## src/rtl/cpqs_pkg.sv

```systemverilog
// Shared types and constants of the coupled priority queue scheduler.
// Used by the channel interfaces, the controller and the top level.
// Depends on nothing.
package cpqs_pkg;

  // Fixed field widths of the channels.
  localparam int QIDX_W     = 3;
  localparam int QIU_W      = 4;
  localparam int LLQ_W      = 3;
  localparam int CAP_W      = 16;
  localparam int RUN_W      = 16;
  localparam int FTOT_W     = 32;
  localparam int CFG_IDX_W  = 2;
  localparam int CFG_DATA_W = 16;

  // Operation codes of an input beat.
  localparam logic OP_ENQUEUE = 1'b0;
  localparam logic OP_SELECT  = 1'b1;

  // Configuration register indexes.
  localparam logic [CFG_IDX_W-1:0] REG_QUEUES_IN_USE     = 2'd0;
  localparam logic [CFG_IDX_W-1:0] REG_LOW_LATENCY_QUEUE = 2'd1;
  localparam logic [CFG_IDX_W-1:0] REG_BURST_CAP         = 2'd2;

  // Reset values of the configuration registers.
  localparam logic [QIU_W-1:0] QIU_RESET = 4'd8;
  localparam logic [LLQ_W-1:0] LLQ_RESET = 3'd0;
  localparam logic [CAP_W-1:0] CAP_RESET = 16'd8;

  typedef struct packed {
    logic [QIU_W-1:0] queues_in_use;
    logic [LLQ_W-1:0] low_latency_queue;
    logic [CAP_W-1:0] burst_cap;
  } cpqs_cfg_t;

  typedef struct packed {
    logic              operation;
    logic [QIDX_W-1:0] queue_index;
  } cpqs_item_t;

  typedef struct packed {
    logic              granted;
    logic [QIDX_W-1:0] served_queue;
    logic              forced_classic;
    logic [FTOT_W-1:0] forced_total;
    logic [RUN_W-1:0]  burst_run;
  } cpqs_result_t;

endpackage

```

## src/rtl/cpqs_if.sv

```systemverilog
// Valid/ready channel interfaces of the scheduler: input, result and config.
// Depends on cpqs_pkg for the field widths.
interface cpqs_in_if import cpqs_pkg::*; ();
  logic              valid;
  logic              ready;
  logic              operation;
  logic [QIDX_W-1:0] queue_index;

  modport source (output valid, output operation, output queue_index, input ready);
  modport sink   (input valid, input operation, input queue_index, output ready);
endinterface

interface cpqs_out_if import cpqs_pkg::*; ();
  logic              valid;
  logic              ready;
  logic              granted;
  logic [QIDX_W-1:0] served_queue;
  logic              forced_classic;
  logic [FTOT_W-1:0] forced_total;
  logic [RUN_W-1:0]  burst_run;

  modport source (output valid, output granted, output served_queue, output forced_classic,
                  output forced_total, output burst_run, input ready);
  modport sink   (input valid, input granted, input served_queue, input forced_classic,
                  input forced_total, input burst_run, output ready);
endinterface

interface cpqs_cfg_if import cpqs_pkg::*; ();
  logic                  valid;
  logic                  ready;
  logic [CFG_IDX_W-1:0]  index;
  logic [CFG_DATA_W-1:0] data;

  modport source (output valid, output index, output data, input ready);
  modport sink   (input valid, input index, input data, output ready);
endinterface

```

## src/rtl/coupled_priority_queue_scheduler.sv

```systemverilog
// Coupled low-latency / classic priority queue scheduler with a burst cap.
// Top level: configuration registers, result register, controller and count store.
// Depends on cpqs_pkg, the channel interfaces, cpqs_ctrl and cpqs_count_ram.
//
// Usage: in_i takes one beat per item: an enqueue adds a packet to a queue, a
// selection picks the next queue and removes one packet from it. Every beat
// gives exactly one result beat on out_o. cfg_i writes a register by index
// (0 queue count, 1 low-latency queue, 2 burst cap); it is always ready and is
// meant to be written while no item is in flight.
// Sequence: an enqueue reads the queue's count and writes it back plus one,
// saturating. A selection first brings a cursor that lies beyond a reduced
// queue count back into range, reads the low-latency count and then scans
// the classic queues one count-store read per cycle. in_i is ready only
// while the controller is idle. A result enters the output register as the
// controller leaves its done state.
// Reset clears all counts, the run counter, the cursor, the forced total and
// the registers to 8 queues, queue 0, burst cap 8. When the receiver stalls,
// the result waits in the output register; the block still takes the next
// item and holds its result until the register frees up.
module coupled_priority_queue_scheduler import cpqs_pkg::*; #(
  parameter int MAX_QUEUES  = 8,
  parameter int COUNT_WIDTH = 16
) (
  input  logic       clk_i,
  input  logic       rst_ni,
  cpqs_in_if.sink    in_i,
  cpqs_cfg_if.sink   cfg_i,
  cpqs_out_if.source out_o
);

  localparam int QW = $clog2(MAX_QUEUES);

  cpqs_cfg_t    cfg_q;
  cpqs_item_t   item;
  cpqs_result_t res;
  cpqs_result_t out_q;
  logic         out_valid_q;
  logic         res_valid;
  logic         res_ready;
  logic         in_ready;

  logic [QW-1:0]          rd_addr;
  logic [COUNT_WIDTH-1:0] rd_data;
  logic                   wr_en;
  logic [QW-1:0]          wr_addr;
  logic [COUNT_WIDTH-1:0] wr_data;

  assign cfg_i.ready = 1'b1;

  always_ff @(posedge clk_i or negedge rst_ni) begin
    if (!rst_ni) begin
      cfg_q.queues_in_use     <= QIU_RESET;
      cfg_q.low_latency_queue <= LLQ_RESET;
      cfg_q.burst_cap         <= CAP_RESET;
    end else if (cfg_i.valid) begin
      unique case (cfg_i.index)
        REG_QUEUES_IN_USE:     cfg_q.queues_in_use     <= cfg_i.data[QIU_W-1:0];
        REG_LOW_LATENCY_QUEUE: cfg_q.low_latency_queue <= cfg_i.data[LLQ_W-1:0];
        REG_BURST_CAP:         cfg_q.burst_cap         <= cfg_i.data[CAP_W-1:0];
        default: ;
      endcase
    end
  end

  assign item.operation   = in_i.operation;
  assign item.queue_index = in_i.queue_index;
  assign in_i.ready       = in_ready;

  cpqs_ctrl #(
    .MAX_QUEUES  (MAX_QUEUES),
    .COUNT_WIDTH (COUNT_WIDTH)
  ) u_ctrl (
    .clk_i       (clk_i),
    .rst_ni      (rst_ni),
    .in_valid_i  (in_i.valid),
    .in_ready_o  (in_ready),
    .in_item_i   (item),
    .cfg_i       (cfg_q),
    .res_valid_o (res_valid),
    .res_ready_i (res_ready),
    .res_o       (res),
    .rd_addr_o   (rd_addr),
    .rd_data_i   (rd_data),
    .wr_en_o     (wr_en),
    .wr_addr_o   (wr_addr),
    .wr_data_o   (wr_data)
  );

  cpqs_count_ram #(
    .DEPTH (MAX_QUEUES),
    .WIDTH (COUNT_WIDTH)
  ) u_count_ram (
    .clk_i     (clk_i),
    .rst_ni    (rst_ni),
    .rd_addr_i (rd_addr),
    .rd_data_o (rd_data),
    .wr_en_i   (wr_en),
    .wr_addr_i (wr_addr),
    .wr_data_i (wr_data)
  );

  // Output register: takes a result whenever it is empty or being drained.
  assign res_ready = !out_valid_q || out_o.ready;

  always_ff @(posedge clk_i or negedge rst_ni) begin
    if (!rst_ni) begin
      out_valid_q <= 1'b0;
      out_q       <= '0;
    end else if (res_ready) begin
      out_valid_q <= res_valid;
      if (res_valid) begin
        out_q <= res;
      end
    end
  end

  assign out_o.valid          = out_valid_q;
  assign out_o.granted        = out_q.granted;
  assign out_o.served_queue   = out_q.served_queue;
  assign out_o.forced_classic = out_q.forced_classic;
  assign out_o.forced_total   = out_q.forced_total;
  assign out_o.burst_run      = out_q.burst_run;

  // The controller is busy right after it takes an item.
  a_busy_after_accept: assert property (@(posedge clk_i) disable iff (!rst_ni)
    in_i.valid && in_i.ready |=> !in_i.ready)
    else $error("input accepted again while an item is in progress");

  // A forced grant is a grant and always clears the run.
  a_forced_grant: assert property (@(posedge clk_i) disable iff (!rst_ni)
    out_valid_q && out_q.forced_classic |-> out_q.granted && (out_q.burst_run == '0))
    else $error("forced beat without a grant or with a nonzero run");

  // A result handed over by the controller lands in the output register.
  a_handoff: assert property (@(posedge clk_i) disable iff (!rst_ni)
    res_valid && res_ready |=> out_valid_q)
    else $error("result lost between controller and output register");

endmodule

```

## src/rtl/cpqs_count_ram.sv

```systemverilog
// Per-queue packet count store: one write port, one registered read port.
// Entries read as zero until first written after reset. No package use.
module cpqs_count_ram #(
  parameter int DEPTH = 8,
  parameter int WIDTH = 16
) (
  input  logic                     clk_i,
  input  logic                     rst_ni,
  input  logic [$clog2(DEPTH)-1:0] rd_addr_i,
  output logic [WIDTH-1:0]         rd_data_o,
  input  logic                     wr_en_i,
  input  logic [$clog2(DEPTH)-1:0] wr_addr_i,
  input  logic [WIDTH-1:0]         wr_data_i
);

  logic [WIDTH-1:0] mem [DEPTH];
  logic [DEPTH-1:0] vld_q;
  logic [WIDTH-1:0] rd_data_q;

  always_ff @(posedge clk_i or negedge rst_ni) begin
    if (!rst_ni) begin
      vld_q <= '0;
    end else if (wr_en_i) begin
      vld_q[wr_addr_i] <= 1'b1;
    end
  end

  always_ff @(posedge clk_i) begin
    if (wr_en_i) begin
      mem[wr_addr_i] <= wr_data_i;
    end
    rd_data_q <= vld_q[rd_addr_i] ? mem[rd_addr_i] : '0;
  end

  assign rd_data_o = rd_data_q;

endmodule

```

## src/rtl/cpqs_ctrl.sv

```systemverilog
// Sequencer of the scheduler: enqueue update, round-robin classic scan and
// grant decision, one count read per cycle. Depends on cpqs_pkg.
module cpqs_ctrl import cpqs_pkg::*; #(
  parameter int MAX_QUEUES  = 8,
  parameter int COUNT_WIDTH = 16
) (
  input  logic                          clk_i,
  input  logic                          rst_ni,
  input  logic                          in_valid_i,
  output logic                          in_ready_o,
  input  cpqs_item_t                    in_item_i,
  input  cpqs_cfg_t                     cfg_i,
  output logic                          res_valid_o,
  input  logic                          res_ready_i,
  output cpqs_result_t                  res_o,
  output logic [$clog2(MAX_QUEUES)-1:0] rd_addr_o,
  input  logic [COUNT_WIDTH-1:0]        rd_data_i,
  output logic                          wr_en_o,
  output logic [$clog2(MAX_QUEUES)-1:0] wr_addr_o,
  output logic [COUNT_WIDTH-1:0]        wr_data_o
);

  localparam int QW = $clog2(MAX_QUEUES);
  localparam int NW = $clog2(MAX_QUEUES + 1);

  typedef enum logic [3:0] {
    S_IDLE, S_ENQ_RD, S_ENQ_WR, S_REDUCE, S_LL_RD, S_LL_CHK, S_SCAN, S_DECIDE, S_DONE
  } state_e;

  state_e             state_q;
  logic [QW-1:0]      qi_q;
  logic [QW-1:0]      idx_q;
  logic [NW-1:0]      k_q;
  logic               chk_v_q;
  logic [QW-1:0]      chk_idx_q;
  logic               hit_q;
  logic [QW-1:0]      hit_idx_q;
  logic [COUNT_WIDTH-1:0] hit_cnt_q;
  logic               ll_nz_q;
  logic [COUNT_WIDTH-1:0] ll_cnt_q;
  logic [RUN_W-1:0]   run_q;
  logic [QW-1:0]      cursor_q;
  logic [FTOT_W-1:0]  forced_q;
  cpqs_result_t       res_q;

  logic [NW-1:0] n_eff;
  logic          ll_valid;
  logic [QW-1:0] ll_addr;
  logic          enq_ok;
  logic [NW-1:0] idx_inc;
  logic [QW-1:0] idx_next;
  logic [NW-1:0] hit_inc;
  logic [QW-1:0] hit_next;
  logic          chk_hit;
  logic          force_cls;
  logic          serve_ll;
  logic          grant_cls;
  logic [RUN_W-1:0] run_inc;

  // Effective queue count: zero acts as one, anything above the store depth is clamped.
  always_comb begin
    if (cfg_i.queues_in_use == '0) begin
      n_eff = NW'(1);
    end else if (int'(cfg_i.queues_in_use) > MAX_QUEUES) begin
      n_eff = NW'(MAX_QUEUES);
    end else begin
      n_eff = NW'(cfg_i.queues_in_use);
    end
  end

  assign ll_valid = int'(cfg_i.low_latency_queue) < int'(n_eff);
  assign ll_addr  = ll_valid ? QW'(cfg_i.low_latency_queue) : '0;
  assign enq_ok   = int'(in_item_i.queue_index) < int'(n_eff);

  // Modulo-n successors of the scan pointer and of the hit index; the latter feeds the cursor update.
  assign idx_inc  = NW'(idx_q) + NW'(1);
  assign idx_next = (idx_inc == n_eff) ? '0 : QW'(idx_inc);
  assign hit_inc  = NW'(hit_idx_q) + NW'(1);
  assign hit_next = (hit_inc == n_eff) ? '0 : QW'(hit_inc);

  // The low-latency index is skipped by its raw register value, whether or not it lies in the active range.
  assign chk_hit = chk_v_q && (int'(chk_idx_q) != int'(cfg_i.low_latency_queue))
                   && (rd_data_i != '0);

  assign force_cls = (run_q >= cfg_i.burst_cap) && hit_q;
  assign serve_ll  = !force_cls && ll_nz_q;
  assign grant_cls = !force_cls && !ll_nz_q && hit_q;
  assign run_inc   = (run_q == '1) ? run_q : run_q + RUN_W'(1);

  always_comb begin
    unique case (state_q)
      S_ENQ_RD: rd_addr_o = qi_q;
      S_LL_RD:  rd_addr_o = ll_addr;
      S_SCAN:   rd_addr_o = idx_q;
      default:  rd_addr_o = '0;
    endcase
  end

  always_comb begin
    wr_en_o   = 1'b0;
    wr_addr_o = hit_idx_q;
    wr_data_o = hit_cnt_q - COUNT_WIDTH'(1);
    if (state_q == S_ENQ_WR) begin
      wr_en_o   = rd_data_i != '1;
      wr_addr_o = qi_q;
      wr_data_o = rd_data_i + COUNT_WIDTH'(1);
    end else if (state_q == S_DECIDE) begin
      wr_en_o = force_cls || serve_ll || grant_cls;
      if (serve_ll) begin
        wr_addr_o = ll_addr;
        wr_data_o = ll_cnt_q - COUNT_WIDTH'(1);
      end
    end
  end

  assign in_ready_o  = state_q == S_IDLE;
  assign res_valid_o = state_q == S_DONE;
  assign res_o       = res_q;

  always_ff @(posedge clk_i or negedge rst_ni) begin
    if (!rst_ni) begin
      state_q   <= S_IDLE;
      qi_q      <= '0;
      idx_q     <= '0;
      k_q       <= '0;
      chk_v_q   <= 1'b0;
      chk_idx_q <= '0;
      hit_q     <= 1'b0;
      hit_idx_q <= '0;
      hit_cnt_q <= '0;
      ll_nz_q   <= 1'b0;
      ll_cnt_q  <= '0;
      run_q     <= '0;
      cursor_q  <= '0;
      forced_q  <= '0;
      res_q     <= '0;
    end else begin
      unique case (state_q)
        S_IDLE: begin
          if (in_valid_i) begin
            if (in_item_i.operation == OP_ENQUEUE) begin
              if (enq_ok) begin
                qi_q    <= QW'(in_item_i.queue_index);
                state_q <= S_ENQ_RD;
              end else begin
                res_q   <= '{granted: 1'b0, served_queue: '0, forced_classic: 1'b0,
                             forced_total: forced_q, burst_run: run_q};
                state_q <= S_DONE;
              end
            end else begin
              idx_q   <= cursor_q;
              state_q <= S_REDUCE;
            end
          end
        end
        S_ENQ_RD: begin
          state_q <= S_ENQ_WR;
        end
        S_ENQ_WR: begin
          res_q   <= '{granted: 1'b0, served_queue: '0, forced_classic: 1'b0,
                       forced_total: forced_q, burst_run: run_q};
          state_q <= S_DONE;
        end
        S_REDUCE: begin
          // A cursor left beyond a reduced queue count is brought into range here.
          if (NW'(idx_q) >= n_eff) begin
            idx_q <= QW'(NW'(idx_q) - n_eff);
          end else begin
            state_q <= S_LL_RD;
          end
        end
        S_LL_RD: begin
          state_q <= S_LL_CHK;
        end
        S_LL_CHK: begin
          ll_nz_q  <= ll_valid && (rd_data_i != '0);
          ll_cnt_q <= rd_data_i;
          k_q      <= '0;
          chk_v_q  <= 1'b0;
          hit_q    <= 1'b0;
          state_q  <= S_SCAN;
        end
        S_SCAN: begin
          // One read is issued per cycle and checked in the next.
          if (int'(k_q) < int'(n_eff)) begin
            chk_v_q   <= 1'b1;
            chk_idx_q <= idx_q;
            idx_q     <= idx_next;
            k_q       <= k_q + NW'(1);
          end else begin
            chk_v_q <= 1'b0;
          end
          if (chk_hit) begin
            hit_q     <= 1'b1;
            hit_idx_q <= chk_idx_q;
            hit_cnt_q <= rd_data_i;
            state_q   <= S_DECIDE;
          end else if (k_q == n_eff) begin
            state_q <= S_DECIDE;
          end
        end
        S_DECIDE: begin
          if (force_cls) begin
            run_q    <= '0;
            forced_q <= forced_q + FTOT_W'(1);
            cursor_q <= hit_next;
            res_q    <= '{granted: 1'b1, served_queue: QIDX_W'(hit_idx_q),
                          forced_classic: 1'b1, forced_total: forced_q + FTOT_W'(1),
                          burst_run: '0};
          end else if (serve_ll) begin
            run_q <= run_inc;
            res_q <= '{granted: 1'b1, served_queue: cfg_i.low_latency_queue,
                       forced_classic: 1'b0, forced_total: forced_q, burst_run: run_inc};
          end else if (grant_cls) begin
            run_q    <= '0;
            cursor_q <= hit_next;
            res_q    <= '{granted: 1'b1, served_queue: QIDX_W'(hit_idx_q),
                          forced_classic: 1'b0, forced_total: forced_q, burst_run: '0};
          end else begin
            run_q <= '0;
            res_q <= '{granted: 1'b0, served_queue: '0, forced_classic: 1'b0,
                       forced_total: forced_q, burst_run: '0};
          end
          state_q <= S_DONE;
        end
        S_DONE: begin
          if (res_ready_i) begin
            state_q <= S_IDLE;
          end
        end
        default: begin
          state_q <= S_IDLE;
        end
      endcase
    end
  end

endmodule
```

## src/flat_wrapper.sv

```systemverilog
// flat-port wrapper written by rule: the top's interface ports become plain ports
module coupled_priority_queue_scheduler_flat import cpqs_pkg::*;
#(
  parameter int MAX_QUEUES  = 8,
  parameter int COUNT_WIDTH = 16
)
  (clk_i, rst_ni, in_i_valid, in_i_operation, in_i_queue_index, in_i_ready, cfg_i_valid, cfg_i_index, cfg_i_data, cfg_i_ready, out_o_valid, out_o_granted, out_o_served_queue, out_o_forced_classic, out_o_forced_total, out_o_burst_run, out_o_ready);
  cpqs_in_if in_i_i ();
  cpqs_cfg_if cfg_i_i ();
  cpqs_out_if out_o_i ();
  input  logic clk_i;
  input  logic rst_ni;
  input wire logic [$bits(in_i_i.valid)-1:0] in_i_valid;
  input wire logic [$bits(in_i_i.operation)-1:0] in_i_operation;
  input wire logic [$bits(in_i_i.queue_index)-1:0] in_i_queue_index;
  output wire logic [$bits(in_i_i.ready)-1:0] in_i_ready;
  input wire logic [$bits(cfg_i_i.valid)-1:0] cfg_i_valid;
  input wire logic [$bits(cfg_i_i.index)-1:0] cfg_i_index;
  input wire logic [$bits(cfg_i_i.data)-1:0] cfg_i_data;
  output wire logic [$bits(cfg_i_i.ready)-1:0] cfg_i_ready;
  output wire logic [$bits(out_o_i.valid)-1:0] out_o_valid;
  output wire logic [$bits(out_o_i.granted)-1:0] out_o_granted;
  output wire logic [$bits(out_o_i.served_queue)-1:0] out_o_served_queue;
  output wire logic [$bits(out_o_i.forced_classic)-1:0] out_o_forced_classic;
  output wire logic [$bits(out_o_i.forced_total)-1:0] out_o_forced_total;
  output wire logic [$bits(out_o_i.burst_run)-1:0] out_o_burst_run;
  input wire logic [$bits(out_o_i.ready)-1:0] out_o_ready;
  assign in_i_i.valid = in_i_valid;
  assign in_i_i.operation = in_i_operation;
  assign in_i_i.queue_index = in_i_queue_index;
  assign in_i_ready = in_i_i.ready;
  assign cfg_i_i.valid = cfg_i_valid;
  assign cfg_i_i.index = cfg_i_index;
  assign cfg_i_i.data = cfg_i_data;
  assign cfg_i_ready = cfg_i_i.ready;
  assign out_o_valid = out_o_i.valid;
  assign out_o_granted = out_o_i.granted;
  assign out_o_served_queue = out_o_i.served_queue;
  assign out_o_forced_classic = out_o_i.forced_classic;
  assign out_o_forced_total = out_o_i.forced_total;
  assign out_o_burst_run = out_o_i.burst_run;
  assign out_o_i.ready = out_o_ready;
  coupled_priority_queue_scheduler #(.MAX_QUEUES(MAX_QUEUES), .COUNT_WIDTH(COUNT_WIDTH)) u_core (.clk_i(clk_i), .rst_ni(rst_ni), .in_i(in_i_i), .cfg_i(cfg_i_i), .out_o(out_o_i));
endmodule
```

## config.mk

```make
export PLATFORM = sky130hd
export DESIGN_NAME = coupled_priority_queue_scheduler_flat
export DESIGN_NICKNAME = d
export VERILOG_FILES = /design/src/rtl/cpqs_pkg.sv /design/src/rtl/cpqs_if.sv /design/src/rtl/coupled_priority_queue_scheduler.sv /design/src/rtl/cpqs_count_ram.sv /design/src/rtl/cpqs_ctrl.sv /design/src/flat_wrapper.sv
export SDC_FILE = /design/constraint.sdc
export NUM_CORES = 1
export LEC_CHECK = 0
export BUFFER_PORTS_ARGS = -buffer_cell sky130_fd_sc_hd__buf_4
export CAP_MARGIN = 10
export CORE_MARGIN = 2
export CORE_UTILIZATION = 35
export DETAILED_ROUTE_END_ITERATION = 7
export RECOVER_POWER = 100
export SLEW_MARGIN = 20
export SYNTH_ARGS = -nofsm -noshare
export SYNTH_HDL_FRONTEND = slang
export SYNTH_SLANG_ARGS = --single-unit
```

## constraint.sdc

```tcl
create_clock -name clk_i -period 5.9 [get_ports clk_i]
set_input_delay 1.18 -clock clk_i [delete_from_list [all_inputs] [get_ports clk_i]]
set_output_delay 1.18 -clock clk_i [all_outputs]
set_load 0.02 [all_outputs]
```

Word level (Yosys, flattened, before mapping)
Memory sizes are Yosys's and may differ from the RTL's. A register that Yosys moved wholly into a read port is not among the register bits.
Index checks and enable logic that the tools add are counted.
{"block": "totals", "register_bits": 244, "ramBits": 128, "input_bits": 27, "out_inout_bits": 56, "wordCells": 167, "memories": 1}
{"block": "classes", "reduce_logical": 38, "n_mux": 52, "n_eq_ne": 27, "addsub": 9, "n_lt_le_gt_ge": 9, "n_bitwise": 2}
{"name": "u_core.u_count_ram.mem", "words": 8, "word_bits": 16, "read_ports": 1, "rd_clocked_by_memory_dff": 1, "write_ports": 1, "line": "cpqs_count_ram.sv:16", "source": "logic [WIDTH-1:0] mem [DEPTH];"}
{"op": "53-bit 2-to-1 mux", "count": 6}
{"op": "53-bit one-hot mux with 3 select lines", "count": 1}
{"op": "16-bit 2-to-1 mux", "count": 6}
{"op": "4-bit 2-to-1 mux", "count": 10}
{"op": "3-bit 2-to-1 mux", "count": 13}
{"op": "16-bit by 1-bit adder with 16-bit output, second input constant", "count": 2}
{"op": "32-bit by 1-bit adder with 32-bit output, second input constant", "count": 1}
{"op": "4-bit one-hot mux with 8 select lines", "count": 1}
{"op": "16-bit by 1-bit subtractor with 16-bit output, second input constant", "count": 2}
{"op": "2-bit != test, second input constant", "count": 10}
{"op": "3-bit one-hot mux with 3 select lines", "count": 2}
{"op": "2-bit AND reduction", "count": 9}
{"op": "16-bit equality test, second input constant", "count": 1}
{"op": "4-bit by 3-bit equality test with 1-bit output, second input constant", "count": 4}
{"op": "16-bit greater-or-equal comparator", "count": 1}
{"op": "16-bit != test, second input constant", "count": 1}
{"op": "16-bit nonzero test", "count": 1}
{"op": "4-bit equality test", "count": 3}
{"op": "4-bit AND reduction", "count": 3}
{"op": "3-bit by 1-bit adder with 4-bit output, second input constant", "count": 2}
{"op": "4-bit by 2-bit equality test with 1-bit output, second input constant", "count": 2}
{"op": "1-bit logical AND", "count": 8}
{"op": "4-bit zero test", "count": 2}
{"op": "3-bit by 4-bit < comparator with 1-bit output", "count": 2}
{"op": "other kinds (28)", "count": 44}

Depth between registers and ports, before layout
{"block": "logic_depth", "depth_word": 13, "ltp_mapped": 13, "ltp_nobuf": 10}

By module
A second synthesis with hierarchy kept.
{"block": "hier_totals", "cells_unflattened": 1391, "hier_area_um2": 17864.6}
{"module": "cpqs_ctrl", "cells_per_inst": 973, "n_inst": 1, "seq_area_each_um2": 3978.8, "area_per_inst_um2": 9339.0}
{"module": "cpqs_count_ram", "cells_per_inst": 251, "n_inst": 1, "seq_area_each_um2": 4364.2, "area_per_inst_um2": 5552.8}
{"module": "coupled_priority_queue_scheduler", "cells_per_inst": 167, "n_inst": 1, "seq_area_each_um2": 1929.4, "area_per_inst_um2": 2972.9}

Least setup slack after synthesis
No wires, ideal clock.
{"block": "synth_path", "path_kind": "register to register", "from": "reg u_core.u_ctrl.run_q[2]", "to": "mem u_core.u_count_ram.mem[4][0] (enable)", "slack_ps": 1880, "stages_incl_launch_ff": 10, "setup_ps": 409, "synth_period_minus_slack_ps": 4020, "t_arrival_ps": 3611, "path_cell_list": "dfrtp_1 ha_1 a211oi_1 o21ai_1 a221oi_2 o2111ai_2 and3b_1 or4_1 buf_2 nor3_1"}
{"block": "synth_between", "elab_chain_len": 10, "elab_cells_between_ends": 15}
{"element": "from (decl)", "line": "cpqs_ctrl.sv:41", "source": "logic [RUN_W-1:0] run_q;"}
{"element": "from (signal assigned)", "line": "cpqs_ctrl.sv:211", "source": "run_q <= run_inc;"}
{"element": "16-bit greater-or-equal comparator (*)", "line": "cpqs_ctrl.sv:85", "source": "assign force_cls = (run_q >= cfg_i.burst_cap) && hit_q;"}
{"element": "1-bit logical AND (*)", "line": "cpqs_ctrl.sv:85"}
{"element": "1-bit zero test", "line": "cpqs_ctrl.sv:86, cpqs_ctrl.sv:87"}
{"element": "1-bit logical AND, on equally long branches", "line": "cpqs_ctrl.sv:86, cpqs_ctrl.sv:87"}
{"element": "1-bit logical OR or 1-bit logical AND (tied branches)", "line": "cpqs_ctrl.sv:108, cpqs_ctrl.sv:87"}
{"element": "1-bit logical OR", "line": "cpqs_ctrl.sv:108", "source": "wr_en_o = force_cls || serve_ll || grant_cls;"}
{"element": "1-bit 2-to-1 mux", "line": "cpqs_ctrl.sv:107", "source": "end else if (state_q == S_DECIDE) begin"}
{"element": "1-bit 2-to-1 mux", "line": "cpqs_ctrl.sv:103", "source": "if (state_q == S_ENQ_WR) begin"}
{"element": "1-bit 2-to-1 mux", "line": "cpqs_count_ram.sv:29", "source": "if (wr_en_i) begin"}
{"element": "1-bit 2-to-1 mux (not written as such)", "line": "cpqs_count_ram.sv:30", "source": "mem[wr_addr_i] <= wr_data_i;"}
{"element": "to (decl)", "line": "cpqs_count_ram.sv:16"}
Mark *: on every way between the ends. The rest lies on a longest branch, timed or not.

Worst setup path in the final report
{"block": "layout_path", "from": "reg u_core.cfg_q[22] (netlist bit)", "to": "reg u_core.u_count_ram.rd_data_q[4] (netlist: u_core.u_count_ram.rd_data_o[4]), read port of u_core.u_count_ram.mem"}
{"block": "layout_between", "elab_chain_len": 9, "elab_cells_between_ends": 10}
{"element": "from (decl)", "line": "coupled_priority_queue_scheduler.sv:33", "source": "cpqs_cfg_t cfg_q;"}
{"element": "4-bit greater-than comparator", "line": "cpqs_ctrl.sv:64", "source": "end else if (int'(cfg_i.queues_in_use) > MAX_QUEUES) begin"}
{"element": "4-bit 2-to-1 mux", "line": "cpqs_ctrl.sv:64"}
{"element": "4-bit 2-to-1 mux (*)", "line": "cpqs_ctrl.sv:62", "source": "if (cfg_i.queues_in_use == '0) begin"}
{"element": "3-bit by 4-bit < comparator with 1-bit output (*)", "line": "cpqs_ctrl.sv:71", "source": "assign ll_valid = int'(cfg_i.low_latency_queue) < int'(n_eff);"}
{"element": "3-bit 2-to-1 mux (*)", "line": "cpqs_ctrl.sv:72", "source": "assign ll_addr = ll_valid ? QW'(cfg_i.low_latency_queue) : '0;"}
{"element": "3-bit one-hot mux with 3 select lines (*)", "line": "cpqs_ctrl.sv:91", "source": "unique case (state_q)"}
{"element": "1-bit binary-select mux with 3-bit select", "line": "cpqs_count_ram.sv:32", "source": "rd_data_q <= vld_q[rd_addr_i] ? mem[rd_addr_i] : '0;"}
{"element": "1-bit 2-to-1 mux (not written as such)", "line": "cpqs_count_ram.sv:32"}
{"element": "1-bit zero test (no line)"}
{"element": "to (decl)", "line": "cpqs_count_ram.sv:18", "source": "logic [WIDTH-1:0] rd_data_q;"}
Mark *: on every way between the ends. The rest lies on a longest branch, timed or not. The select of a mux whose other input is x is not followed.
A chain may end at the register's enable or synchronous reset.

==> results by group <==
Run status
  • Status: complete, but fails checks
  • Failing checks: capacitance limit, slew limit

Layout
  • Finished Cell Area: 20600 µm²
  • Layout cells sized above 1: 17.6%
  • Filler cells: 4889
  • Diodes inserted: 0
  • Nets: 1632
  • Area Growth Syn to Fin: 13.2%

GRT
  • Vias in the first global route: 12100
  • Initial antenna violation count: 0
  • Largest net degree at the start of global routing: 128
  • First-pass GRT wire length: 68400 µm
  • GR Overflow Total: 0
  • Tot GR Track Use: 16.0%

Worst setup path
  • Crit-path max FO: 38
  • Crit path kind: register to register
  • Reg-to-reg startpoint: u_core.cfg_q[22]$_DFFE_PN1P_
  • Worst R2R Setup Slack: 1.00 ns
  • Startpoint type of the worst setup path: register
  • CP startpoint: u_core.cfg_q[22]$_DFFE_PN1P_
  • RR Endpoint: u_core.u_count_ram.rd_data_o[4]$_SDFF_PN0_
  • Worst EP arrival: 5.31 ns
  • CP Capture Type: register
  • CP Data Required Time: 6.32 ns
  • R2R depth: 10

Min path
  • Hold Path Sink: u_core.u_count_ram.vld_q[3]$_DFFE_PN0N_
  • Worst Hold Class: register to register
  • Hold path startpoint: u_core.u_count_ram.vld_q[3]$_DFFE_PN0N_
  • Hold Crit Depth: 2

CTS
  • Longest Clk Path Bufs: 3
  • Postcts setup bufs: 0
  • Clock-pin slew on the worst setup and hold paths: 0.06 ns
  • CTS Hold Buffers Added: 0
  • Root Buffer Master: clkbuf_16
  • CTS sink cnt: 388
  • Inserted Clock Buffers: 43
  • Later-pin clock latency in the skew report: 0.58 ns
  • TritonCTS clock tree: yes
  • H-Tree Depth: 2
  • CTS resizes: 0

STA
  • Setup TNS: 0 ns
  • Final critical-path setup slack: 1.00 ns
  • Fin crit period: 4.90 ns
  • Final slew viol count: 215
  • Max_slew headroom: -106%
  • Final-report setup violation count: 0
  • RSZ-0062 raised after global routing: no
  • Hold Fails Final Rpt: 0
  • Max Fclk: 204 MHz
  • Clock Skew: 0.0230 ns
  • Tcrit/Tclk final: 83.0%
  • Worst slew pin tran: 3.09 ns

Power
  • Sw frac: 35.9%
  • Pwr/cell area: 480 nW/µm²
  • Peak supply drop: 0.241 mV
  • Psw: 3.55 mW
  • Sequential share of power: 41.6%
  • Combinational power share: 30.8%
  • P_int: 6.33 mW
  • Static Leak: 8.98 nW
  • Power share of the clock group: 27.6%

Routing
  • Detailed Route Iter0 Violations: 747
  • 1st-pass router iterations: 5
  • Vias/cell: 5.20
  • Avg WL per Cell: 18.6 µm
  • Post-route ant nets: 0
  • Post-Route WL: 42500 µm
  • # DRC: 0
  • Vias: 11900

Synth
  • Mapped Cells: 1493
  • Mapped cell area: 18200 µm²
  • Part of the Yosys area used for sequential elements: 56.5%
  • Synth Area in Simple Gates: 12.5%
  • Cell taking the most area after synthesis: dfrtp_1
  • Adder-cell area share of the yosys netlist: 2.59%
  • Most frequent cell after synthesis: dfrtp_1
  • Synth Area in Compound Gates: 10.3%
  • Main combinational cell family by area after synthesis: simple AND/OR/NAND/NOR gates
  • Mux contribution to synthesized area: 11.3%
  • XOR/XNOR share of the synthesized area: 4.00%
  • Top-area cell type share of the netlist area: 33.3%
  • Most common flop cell mapped by yosys: dfrtp_1
  • Syn_area_per_cell: 12.2 µm²
  • Post-synth top cells: dfrtp_1 (242), nand2_1 (174), mux2_2 (133), edfxtp_1 (128), nor2_1 (62)
  • Asr flop ratio synth: 62.9%
  • YS warnings: 0
  • Yosys reg bits: 388
  • Ranking of synthesized cells by area: dfrtp_1 (33%), edfxtp_1 (21%), mux2_2 (8.2%)
  • Post-synth EDFFs: 128
  • Distinct cells, synth: 92
  • Syn nets: 1557

Die
  • CORE AREA: 51300 µm²
  • Initial Utilization: 35.4%
  • Die X: 232 µm
  • Row cnt: 83
  • Die Footprint: 53800 µm²
  • Die height: 232 µm
  • Io pins: 83

Place
  • Routability cong.: 0.845
  • Buffers on Ports: 81
  • Placed cell areas: 19500 µm²
  • Hpwl dp: 29000 µm
  • Pre-CTS WS: 1.64 ns

Flow run
  • Max cap viols: 4
[area by class of cell]
type                       count  area (µm²)  area share, %
tap                          680         851           4.13
sequential                   388       10300           49.9
timing repair buffer          99         536           2.60
clock inverter                24         289           1.40
inverter                      52         195          0.948
multi-input combinational    984        7300           35.5
clock buffer                  55        1140           5.54
[placed cells by master (no fill, tap or decap), types with 14 or more instances in the layout]
cell | netlist | layout
a211oi_1 | 19 | 19
a21oi_1 | 27 | 27
a32o_1 | 16 | 16
and2_1 | 19 | 19
buf_4 | 2 | 39
clkbuf_1 | 42 | 68
clkbuf_16 | 0 | 43
dfrtp_1 | 242 | 242
dfxtp_1 | 16 | 16
edfxtp_1 | 128 | 128
ha_1 | 36 | 36
inv_1 | 52 | 52
mux2_2 | 133 | 133
mux2i_1 | 41 | 41
nand2_1 | 174 | 173
nand3_1 | 49 | 49
nand4_1 | 14 | 14
nor2_1 | 62 | 62
nor3_1 | 37 | 29
nor4_1 | 13 | 14
o21ai_0 | 51 | 57
xnor2_1 | 26 | 26
xor2_1 | 57 | 57
[kinds of logic after synthesis]
logic type,after synthesis
buf+inv,121
fa+ha+maj,37
other cells,1
mux,186
xor+xnor,83
simple gates,453
flops,388
compound gates,224
[how the worst max path moves through the flow]
| stage | to | slack [ns] | cells past startpoint |
|---|---|---|---|
| after global routing | u_core.u_count_ram.rd_data_o[4]$_SDFF_PN0_ | 0.71 | 10 |
| after global placement | u_core.u_count_ram.mem[7][7]$_DFFE_PP_ | 1.70 | 8 |
| after floorplan | u_core.u_count_ram.mem[4][0]$_DFFE_PP_ | 1.88 | 9 |
| final | u_core.u_count_ram.rd_data_o[4]$_SDFF_PN0_ | 1.00 | 10 |
| after detailed placement | u_core.u_count_ram.mem[7][7]$_DFFE_PP_ | 1.64 | 8 |
| after CTS | u_core.u_count_ram.mem[7][7]$_DFFE_PP_ | 1.63 | 8 |
[sequential cells by signal (all words and copies together) (netlist names), 8 cells and up]
| signal | flops |
|---|---|
| u_core.u_count_ram.mem | 128 |
| u_core.out_o.forced_total | 32 |
| u_core.u_ctrl.forced_q | 32 |
| u_core.cfg_q | 23 |
| u_core.u_count_ram.rd_data_o | 16 |
| u_core.out_o.burst_run | 16 |
| u_core.u_ctrl.hit_cnt_q | 16 |
| u_core.u_ctrl.ll_cnt_q | 16 |
| u_core.u_ctrl.res_o | 53 |
| u_core.u_count_ram.vld_q | 8 |
| u_core.u_ctrl.run_q | 16 |
[metrics by stage]
stage | total power [mW] | util (%) | std cells | hold slack [ns]
after floorplan | 6.28 | - | 1493 | 0.435
after global placement | 7.29 | 38.1 | 2203 | 0.458
after detailed placement | 7.37 | 38.1 | 2203 | 0.453
after CTS | 10.1 | 40.9 | 2282 | 0.468
after global routing | 10.5 | 40.1 | 2282 | 0.501
final | 9.88 | 40.1 | 2282 | 0.471
[critical path: stages (launching register included)]
cell and delay, ns:
dfstp_1 0.46, nor2b_1 0.40, inv_1 0.19, ha_1 0.33
o21a_1 0.11, o221a_1 0.38, o32a_1 1.30, buf_4 0.66
mux2i_1 0.18, a32o_1 0.25, a2111oi_0 0.45
[power groups by stage]
stage	Sequential [mW]	Combinational [mW]	Clock, mW
4_1_cts	4.10	3.23	2.81
5_1_grt	4.17	3.39	2.91
3_3_place_gp	4.14	3.15	0
3_5_place_dp	4.15	3.22	0
6_report	4.11	3.05	2.73
2_1_floorplan	3.95	2.33	0
[routing by layer]
layer	vias to the layer above	part of all wire [%]	global-route usage (%)	wire (µm)
li1	5605	-	-	-
met1	5927	46	21.7	19500
met2	269	47	26.0	20100
met3	65	4.4	2.46	1850
met4	0	2.6	5.79	1120
met5	-	0	0	0
(Power assumes the default switching activity.)
